===== config.mk =====
export PLATFORM = sky130hd
export DESIGN_NAME = length_prefixed_field_parser_top
export DESIGN_NICKNAME = d
export VERILOG_FILES = /design/src/lpfp_pkg.sv /design/src/lpfp_ctrl.sv /design/src/lpfp_dp.sv /design/src/length_prefixed_field_parser_top.sv
export VERILOG_INCLUDE_DIRS = /design/src /design/src/src
export SDC_FILE = /design/constraint.sdc
export NUM_CORES = 1
export LEC_CHECK = 0
export BUFFER_PORTS_ARGS = -buffer_cell sky130_fd_sc_hd__buf_4
export CORE_MARGIN = 3
export CORE_UTILIZATION = 40
export CTS_BUF_LIST = sky130_fd_sc_hd__clkbuf_2 sky130_fd_sc_hd__clkbuf_4 sky130_fd_sc_hd__clkbuf_8
export DETAILED_ROUTE_END_ITERATION = 10
export SLEW_MARGIN = 20
export SYNTH_ARGS = -nofsm -noshare
export SYNTH_HDL_FRONTEND = slang
export SYNTH_HIERARCHICAL = 1
export SYNTH_SLANG_ARGS = --single-unit

===== constraint.sdc =====
create_clock -name clk -period 8.7 [get_ports clk]
set_input_delay 1.305 -clock clk [delete_from_list [all_inputs] [get_ports clk]]
set_output_delay 1.305 -clock clk [all_outputs]
set_load 0.02 [all_outputs]

===== src/length_prefixed_field_parser_top_macros.svh =====
// ---------------------------------------------------------------------------
// Assertion macros for the length-prefixed field parser
// Shared forms for the concurrent checks in the controller and datapath.
// ---------------------------------------------------------------------------
`ifndef LENGTH_PREFIXED_FIELD_PARSER_TOP_MACROS_SVH
`define LENGTH_PREFIXED_FIELD_PARSER_TOP_MACROS_SVH

// same-cycle implication, off during reset
`define LPFP_ASSERT_IMP(label, clk, rst, ante, cons, msg) \
  label: assert property (@(posedge clk) disable iff (rst) (ante) |-> (cons)) else $error(msg);

// next-cycle implication, off during reset
`define LPFP_ASSERT_NXT(label, clk, rst, ante, cons, msg) \
  label: assert property (@(posedge clk) disable iff (rst) (ante) |=> (cons)) else $error(msg);

`endif


===== src/lpfp_pkg.sv =====
// ---------------------------------------------------------------------------
// Length-prefixed field parser package
// Error codes and the command and status bundles between controller and
// datapath.
// ---------------------------------------------------------------------------
package lpfp_pkg;

  typedef enum logic [1:0] {
    ERR_OK     = 2'd0,
    ERR_LENGTH = 2'd1,
    ERR_COUNT  = 2'd2,
    ERR_TRUNC  = 2'd3
  } err_t;

  // controller -> datapath
  typedef struct packed {
    logic byte_take;
    logic ld_count;
    logic ld_len_hi;
    logic ld_len_lo;
    logic body;
    logic advance;
    logic drain_clear;
    logic load_record;
    logic load_status;
    logic clear;
    err_t err;
  } ctrl_cmd_t;

  // datapath -> controller
  typedef struct packed {
    logic can_parse;
    logic count_over;
    logic count_zero;
    logic len_zero;
    logic body_end;
    logic fields_done;
    logic bc_bad;
    logic drain_more;
  } dp_status_t;

endpackage


===== src/lpfp_ctrl.sv =====
// ---------------------------------------------------------------------------
// Length-prefixed field parser controller
// Parse phase machine, end-of-packet evaluation and record drain sequencing.
// ---------------------------------------------------------------------------
`include "length_prefixed_field_parser_top_macros.svh"

module lpfp_ctrl (
  input  logic                clk,
  input  logic                rst,
  input  logic                in_valid,
  output logic                in_ready,
  input  logic                last_byte,
  output logic                out_valid,
  input  logic                out_ready,
  input  lpfp_pkg::dp_status_t status,
  output lpfp_pkg::ctrl_cmd_t  cmd
);

  typedef enum logic [2:0] {
    PH_COUNT,
    PH_LEN_HI,
    PH_LEN_LO,
    PH_BODY,
    PH_DONE,
    PH_BAD_COUNT
  } phase_t;

  typedef enum logic [1:0] {
    M_PARSE,
    M_EVAL,
    M_DRAIN
  } mode_t;

  phase_t         phase, phase_next;
  mode_t          mode, mode_next;
  lpfp_pkg::err_t err_q, err_next;
  logic           out_valid_next;
  logic           accept;
  logic           slot_free;

  assign in_ready  = (mode == M_PARSE);
  assign accept    = in_valid && in_ready;
  assign slot_free = !out_valid || out_ready;

  always_comb begin
    cmd            = '0;
    cmd.err        = err_q;
    phase_next     = phase;
    mode_next      = mode;
    err_next       = err_q;
    cmd.byte_take  = accept;

    if (accept && status.can_parse) begin
      case (phase)
        PH_COUNT: begin
          cmd.ld_count = 1'b1;
          if (status.count_over) begin
            phase_next = PH_BAD_COUNT;
          end else if (status.count_zero) begin
            phase_next = PH_DONE;
          end else begin
            phase_next = PH_LEN_HI;
          end
        end
        PH_LEN_HI: begin
          cmd.ld_len_hi = 1'b1;
          phase_next    = PH_LEN_LO;
        end
        PH_LEN_LO: begin
          cmd.ld_len_lo = 1'b1;
          if (status.len_zero) begin
            cmd.advance = 1'b1;
            phase_next  = status.fields_done ? PH_DONE : PH_LEN_HI;
          end else begin
            phase_next = PH_BODY;
          end
        end
        PH_BODY: begin
          cmd.body = 1'b1;
          if (status.body_end) begin
            cmd.advance = 1'b1;
            phase_next  = status.fields_done ? PH_DONE : PH_LEN_HI;
          end
        end
        default: begin
        end
      endcase
    end

    case (mode)
      M_PARSE: begin
        if (accept && last_byte) begin
          mode_next = M_EVAL;
        end
      end
      M_EVAL: begin
        cmd.drain_clear = 1'b1;
        if (status.bc_bad) begin
          err_next = lpfp_pkg::ERR_LENGTH;
        end else if (phase == PH_BAD_COUNT) begin
          err_next = lpfp_pkg::ERR_COUNT;
        end else if (phase == PH_DONE) begin
          err_next = lpfp_pkg::ERR_OK;
        end else begin
          err_next = lpfp_pkg::ERR_TRUNC;
        end
        mode_next = M_DRAIN;
      end
      M_DRAIN: begin
        if (slot_free) begin
          if (err_q == lpfp_pkg::ERR_OK && status.drain_more) begin
            cmd.load_record = 1'b1;
          end else begin
            cmd.load_status = 1'b1;
            cmd.clear       = 1'b1;
            phase_next      = PH_COUNT;
            mode_next       = M_PARSE;
          end
        end
      end
      default: begin
        mode_next = M_PARSE;
      end
    endcase

    if (cmd.load_record || cmd.load_status) begin
      out_valid_next = 1'b1;
    end else if (out_ready) begin
      out_valid_next = 1'b0;
    end else begin
      out_valid_next = out_valid;
    end
  end

  always_ff @(posedge clk) begin
    if (rst) begin
      phase     <= PH_COUNT;
      mode      <= M_PARSE;
      err_q     <= lpfp_pkg::ERR_OK;
      out_valid <= 1'b0;
    end else begin
      phase     <= phase_next;
      mode      <= mode_next;
      err_q     <= err_next;
      out_valid <= out_valid_next;
    end
  end

  // input is held off from the final byte until the status is loaded
  `LPFP_ASSERT_NXT(a_last_blocks_input, clk, rst, accept && last_byte, !in_ready, "input taken right after final byte")
  // field records only ever follow an error-free packet
  `LPFP_ASSERT_IMP(a_record_only_ok, clk, rst, cmd.load_record, err_q == lpfp_pkg::ERR_OK, "record emitted for failed packet")

endmodule


===== src/lpfp_dp.sv =====
// ---------------------------------------------------------------------------
// Length-prefixed field parser datapath
// Byte and field counters, per-field record store, tag register and the
// output payload register.
// ---------------------------------------------------------------------------
`include "length_prefixed_field_parser_top_macros.svh"

module lpfp_dp #(
  parameter int FIELD_LIMIT  = 8,
  parameter int PACKET_BYTES = 256
) (
  input  logic                 clk,
  input  logic                 rst,
  input  logic                 cfg_we,
  input  logic [7:0]           cfg_wdata,
  input  logic [7:0]           data_byte,
  input  lpfp_pkg::ctrl_cmd_t  cmd,
  output lpfp_pkg::dp_status_t status,
  output logic                 is_status,
  output logic [2:0]           field_index,
  output logic [8:0]           field_offset,
  output logic                 has_value,
  output logic [15:0]          field_value,
  output logic [1:0]           error_kind,
  output logic                 last_result
);

  localparam int BC_W  = $clog2(PACKET_BYTES + 2);
  localparam int CW    = $clog2(FIELD_LIMIT + 1);
  localparam int IDX_W = (FIELD_LIMIT > 1) ? $clog2(FIELD_LIMIT) : 1;

  logic [7:0]      value_tag;
  logic [BC_W-1:0] byte_count;
  logic [7:0]      fields_declared;
  logic [CW-1:0]   field_cursor;
  logic [CW-1:0]   drain_idx;
  logic [7:0]      length_high;
  logic [15:0]     body_remaining;
  logic [1:0]      body_position;
  logic            cur_flag;

  logic [8:0]      rec_offset [FIELD_LIMIT];
  logic [15:0]     rec_value  [FIELD_LIMIT];
  logic            rec_flag   [FIELD_LIMIT];

  logic [IDX_W-1:0] cur_idx;
  logic [IDX_W-1:0] rd_idx;
  logic [BC_W:0]    pos_next;
  logic [BC_W+9:0]  off_wide;
  logic [CW+2:0]    idx_wide;
  logic             tag_hit;

  assign cur_idx  = field_cursor[IDX_W-1:0];
  assign rd_idx   = drain_idx[IDX_W-1:0];
  assign pos_next = {1'b0, byte_count} + 1'b1;
  assign off_wide = {9'b0, pos_next};
  assign idx_wide = {3'b0, drain_idx};
  assign tag_hit  = (data_byte == value_tag) && (body_remaining >= 16'd3);

  always_comb begin
    status             = '0;
    status.can_parse   = byte_count < BC_W'(PACKET_BYTES);
    status.count_over  = data_byte > 8'(FIELD_LIMIT);
    status.count_zero  = data_byte == 8'd0;
    status.len_zero    = {length_high, data_byte} == 16'd0;
    status.body_end    = body_remaining == 16'd1;
    status.fields_done = (9'(field_cursor) + 9'd1) >= {1'b0, fields_declared};
    status.bc_bad      = (byte_count < BC_W'(2)) || (byte_count > BC_W'(PACKET_BYTES));
    status.drain_more  = 9'(drain_idx) < {1'b0, fields_declared};
  end

  // control counters
  always_ff @(posedge clk) begin
    if (rst) begin
      value_tag       <= 8'd1;
      byte_count      <= '0;
      fields_declared <= '0;
      field_cursor    <= '0;
      drain_idx       <= '0;
      length_high     <= '0;
      body_remaining  <= '0;
      body_position   <= '0;
      cur_flag        <= 1'b0;
    end else begin
      if (cfg_we) begin
        value_tag <= cfg_wdata;
      end
      if (cmd.clear) begin
        byte_count      <= '0;
        fields_declared <= '0;
        field_cursor    <= '0;
        length_high     <= '0;
        body_remaining  <= '0;
        body_position   <= '0;
        cur_flag        <= 1'b0;
      end else begin
        if (cmd.byte_take && byte_count <= BC_W'(PACKET_BYTES)) begin
          byte_count <= pos_next[BC_W-1:0];
        end
        if (cmd.ld_count) begin
          fields_declared <= data_byte;
          field_cursor    <= '0;
        end
        if (cmd.ld_len_hi) begin
          length_high <= data_byte;
        end
        if (cmd.ld_len_lo) begin
          body_remaining <= {length_high, data_byte};
          body_position  <= '0;
          cur_flag       <= 1'b0;
        end
        if (cmd.body) begin
          if (body_position == 2'd0) begin
            cur_flag <= tag_hit;
          end
          if (body_position != 2'd3) begin
            body_position <= body_position + 2'd1;
          end
          body_remaining <= body_remaining - 16'd1;
        end
        if (cmd.advance) begin
          field_cursor <= field_cursor + 1'b1;
        end
      end
      if (cmd.drain_clear) begin
        drain_idx <= '0;
      end else if (cmd.load_record) begin
        drain_idx <= drain_idx + 1'b1;
      end
    end
  end

  // record store, undefined until written
  always_ff @(posedge clk) begin
    if (cmd.ld_len_lo) begin
      rec_offset[cur_idx] <= off_wide[8:0];
      rec_flag[cur_idx]   <= 1'b0;
    end
    if (cmd.body) begin
      if (body_position == 2'd0) begin
        rec_flag[cur_idx] <= tag_hit;
      end else if (body_position == 2'd1 && cur_flag) begin
        rec_value[cur_idx][15:8] <= data_byte;
      end else if (body_position == 2'd2 && cur_flag) begin
        rec_value[cur_idx][7:0] <= data_byte;
      end
    end
  end

  // output payload register
  always_ff @(posedge clk) begin
    if (cmd.load_record) begin
      is_status    <= 1'b0;
      field_index  <= idx_wide[2:0];
      field_offset <= rec_offset[rd_idx];
      has_value    <= rec_flag[rd_idx];
      field_value  <= rec_flag[rd_idx] ? rec_value[rd_idx] : 16'd0;
      error_kind   <= lpfp_pkg::ERR_OK;
      last_result  <= 1'b0;
    end else if (cmd.load_status) begin
      is_status    <= 1'b1;
      field_index  <= 3'd0;
      field_offset <= 9'd0;
      has_value    <= 1'b0;
      field_value  <= 16'd0;
      error_kind   <= cmd.err;
      last_result  <= 1'b1;
    end
  end

  `LPFP_ASSERT_IMP(a_drain_in_range, clk, rst, cmd.load_record, drain_idx < CW'(FIELD_LIMIT), "drain index past record store")
  `LPFP_ASSERT_IMP(a_write_in_range, clk, rst, cmd.ld_len_lo, field_cursor < CW'(FIELD_LIMIT), "field cursor past record store")

endmodule


===== src/length_prefixed_field_parser_top.sv =====
// ---------------------------------------------------------------------------
// Length-prefixed field parser
// Parses a packet of count byte plus length-prefixed fields and reports one
// record per field of an error-free packet, followed by a status transaction.
// ---------------------------------------------------------------------------
// Packet bytes are taken one per cycle while parsing; only the final byte
// costs more. After it the input is held off for an evaluation state plus
// the output transactions (N field records for an error-free packet of N
// fields, then the status; a failed packet gives only the status). The
// drain is paced by the output handshake and the single output register.
// value_tag may be written only while the block is idle.
module length_prefixed_field_parser_top #(
  parameter int FIELD_LIMIT  = 8,
  parameter int PACKET_BYTES = 256
) (
  input  logic        clk,
  input  logic        rst,
  input  logic        cfg_we,
  input  logic [7:0]  cfg_wdata,
  input  logic        in_valid,
  output logic        in_ready,
  input  logic [7:0]  data_byte,
  input  logic        last_byte,
  output logic        out_valid,
  input  logic        out_ready,
  output logic        is_status,
  output logic [2:0]  field_index,
  output logic [8:0]  field_offset,
  output logic        has_value,
  output logic [15:0] field_value,
  output logic [1:0]  error_kind,
  output logic        last_result
);

  lpfp_pkg::ctrl_cmd_t  cmd;
  lpfp_pkg::dp_status_t status;

  lpfp_ctrl u_ctrl (
    .clk       (clk),
    .rst       (rst),
    .in_valid  (in_valid),
    .in_ready  (in_ready),
    .last_byte (last_byte),
    .out_valid (out_valid),
    .out_ready (out_ready),
    .status    (status),
    .cmd       (cmd)
  );

  lpfp_dp #(
    .FIELD_LIMIT  (FIELD_LIMIT),
    .PACKET_BYTES (PACKET_BYTES)
  ) u_dp (
    .clk          (clk),
    .rst          (rst),
    .cfg_we       (cfg_we),
    .cfg_wdata    (cfg_wdata),
    .data_byte    (data_byte),
    .cmd          (cmd),
    .status       (status),
    .is_status    (is_status),
    .field_index  (field_index),
    .field_offset (field_offset),
    .has_value    (has_value),
    .field_value  (field_value),
    .error_kind   (error_kind),
    .last_result  (last_result)
  );

endmodule


==> flow_summary.ini <==
[sta]
setup_slack_ns = 5.36
finalCritPeriodShare = 0.384
setup_violations = 0
setup_tns_ns = 0
rsz0062_at_grt = no
slew_violations = 0
clock_skew_ns = 0.0188
finalHoldViolCount = 0
worst_pin_slew_ns = 1.06
post-route-min-period_ns = 3.34
relSlewSlack = 0.291
fmax_ghz = 0.299

[synth]
async_reset_ff_frac = 0
synth_ff_type = edfxtp_1
synth_edf_count = 237
synth_commonest_cells = edfxtp_1 (237), nor2_1 (106), dfxtp_1 (74)
synthCells = 857
yosysSeqAreaShare = 0.667
yosys_warnings = 6
synth.ff_latch_count = 311
synth_cell_types = 57
synth_area_leaders = edfxtp_1 (55%), dfxtp_1 (11%), mux4_2 (9.1%), mux2i_1 (4.2%), nor2_1 (3.1%)
yosysTopAreaCell = edfxtp_1
synth_top_area_frac = 0.552
yosysMostFrequentCell = edfxtp_1
synth_area_um2 = 12900
syn_area_per_cell_um2 = 15.1
synth_nets = 897

[floorplan]
die_h_um = 186
die_w_um = 186
io_pins = 57
core_area_um2 = 31600
start_util = 0.408
dieArea_um2 = 34400
rows = 65

[finish]
design_area_um2 = 14700
ff_latch_area_um2 = 8600
antenna_cells = 0
syn2layout_area_growth_pct = 14.2
num-fill-cells = 2743
multiInputGateArea_um2 = 4040
fin_nets = 969
drive_gt1_frac = 0.233

[setup_path]
critPathMaxFanout = 23
cp.required_ns = 8.88
cp-start-kind = input port
crit_path_end_kind = flip-flop
crit_arrival_ns = 3.53
critical_path_class = in -> reg

[grt]
antenna_found_initial = 0
grt_pass1_vias = 7283
gr-total-overflow = 0
track_usage = 0.155
grt_max_degree = 53
grt_pass1_wl_mm = 41.3

[place]
io_buffers = 56
post-place-ws_ns = 4.56
hpwl_mm = 16.7
placed_area_um2 = 13700
place.gp.congestion = 0.767

[route]
totalWireLength_mm = 26.4
wl_per_cell_um = 19.3
first_pass_iters = 6
num_vias = 7195
drtAntennaViolNets = 0
drt_iter0_markers = 507
via_per_inst = 5.24
drc_errors = 0

[cts]
clkTransAtPathRegs_ns = 0.06
insertion_delay_ns = 0.57
cts_tree = built
cts-root-buf = clkbuf_8
h-tree-depth = 2
postCtsSetupRepairBufs = 0
postCtsHoldBufs = 0
cts_buffers = 51
cts.sinks = 311
cts_repair_resize_count = 0
cts_max_path_buffers = 3

[power_and_ir_drop]
leakagePower_nw = 4.88
power.density_nw_per_um2 = 210
ir_drop_v = 0.000117

[job]
drv_cap = 0

[min_path]
hp-class = reg -> reg

[outcome]
outcome = complete, no violations
[stage by stage]
step                      power (mW)   util  cells  hold slack, ns
after floorplan                 1.79      -    857           0.439
after global placement          1.86  0.432   1278           0.460
after detailed placement        1.86  0.432   1278           0.469
after CTS                       3.14  0.465   1372           0.480
after global routing            3.23  0.466   1372           0.508
final                           3.10  0.466   1372           0.475
[area by class of cell]
class,instances,area share
flip-flops and latches,311,0.584
multi-input cells,481,0.274
clock buffers,72,0.0592
well taps,402,0.0341
repair buffers,63,0.0321
clock inverters,22,0.0111
inverters,21,0.00535
[sequential cells by signal (all words and copies together) (netlist names), 3 cells and up, named ones only]
register,flops
u_dp/rec_offset,72
u_dp/value_tag,8
u_dp/field_offset,9
u_ctrl/phase,3
u_dp/body_remaining,16
u_dp/rec_flag,8
u_dp/byte_count,9
u_dp/field_cursor,4
u_dp/field_value,16
u_dp/drain_idx,4
u_dp/length_high,8
u_dp/fields_declared,8
u_dp/rec_value,128
u_dp/field_index,3
[power by group]
group	internal (mW)	switching, mW
Clock	0.709	0.563
Combinational	0.0762	0.113
Sequential	1.62	0.0192
[metal layers]
metal	wire length [um]	GRT usage	vias to the layer above
met5	0	0	-
met4	644	0.0521	0
met3	1290	0.0283	43
met2	12500	0.249	166
met1	12000	0.215	3587
li1	-	-	3399
[worst max-delay path, cell delays in order]
cell and delay, ns:
buf_4 0.11, and4bb_2 0.29, nand3_1 0.13, nor2_1 0.12, buf_4 0.25, nand2_1 0.08
nor2_1 0.14, nand2_1 0.22, nor3_1 0.87
[placed cells by master (no fill, tap or decap), types with 3 or more instances in the layout]
master	Yosys	final
edfxtp_1	237	237
nor2_1	106	106
dfxtp_1	74	71
buf_4	5	63
mux2i_1	54	54
clkbuf_8	0	53
mux4_2	52	52
a21oi_1	25	25
nand2_1	23	23
nor3_1	27	22
inv_1	21	21
clkbuf_4	0	19
nor2b_1	18	18
ha_1	18	18
xor2_1	17	17
nand3_1	13	13
o21ai_0	12	12
clkinv_1	0	11
nand2b_1	11	11
xnor2_1	11	11
a211oi_1	9	9
a31oi_1	7	7
nor4_1	7	7
clkinv_2	0	6
and3_1	6	6
nand3b_1	6	6
or3_1	5	5
and2_1	4	4
o211ai_1	4	4
o31ai_1	4	4
nand4_1	4	4
nor3_2	0	4
nor3b_1	3	3
or4_4	3	3
mux2_2	3	3
[path summary, 6_finish.rpt]
path / start / to / slack, ns / depth (start not counted)
worst max-delay path: in_valid / u_dp/rec_value[2][12]$_DFFE_PP_ / 5.36 / 9
worst min-delay path: u_dp/cur_flag$_SDFF_PP0_ / u_dp/cur_flag$_SDFF_PP0_ / 0.48 / 2
worst min register to register: u_dp/cur_flag$_SDFF_PP0_ / u_dp/cur_flag$_SDFF_PP0_ / 0.48 / 2
worst max register to register: u_dp/body_remaining[8]$_SDFFE_PP0P_ / u_dp/field_cursor[3]$_SDFFE_PP0P_ / 5.48 / 9
[cell families (layout without fill, tap and decap cells)]
kind of cell             after synthesis  in the layout  share of synthesized area
AO/OA/AOI/OAI                         74             74                     0.0372
XOR/XNOR                              28             28                     0.0190
adder cells (fa/ha/maj)               18             18                     0.0175
buffers and inverters                 65            178                     0.0225
flip-flops                           311            311                      0.667
multiplexers                         109            109                      0.135
AND/OR/NAND/NOR                      252            252                      0.102
Note: power is estimated with default switching activity, not from simulation.
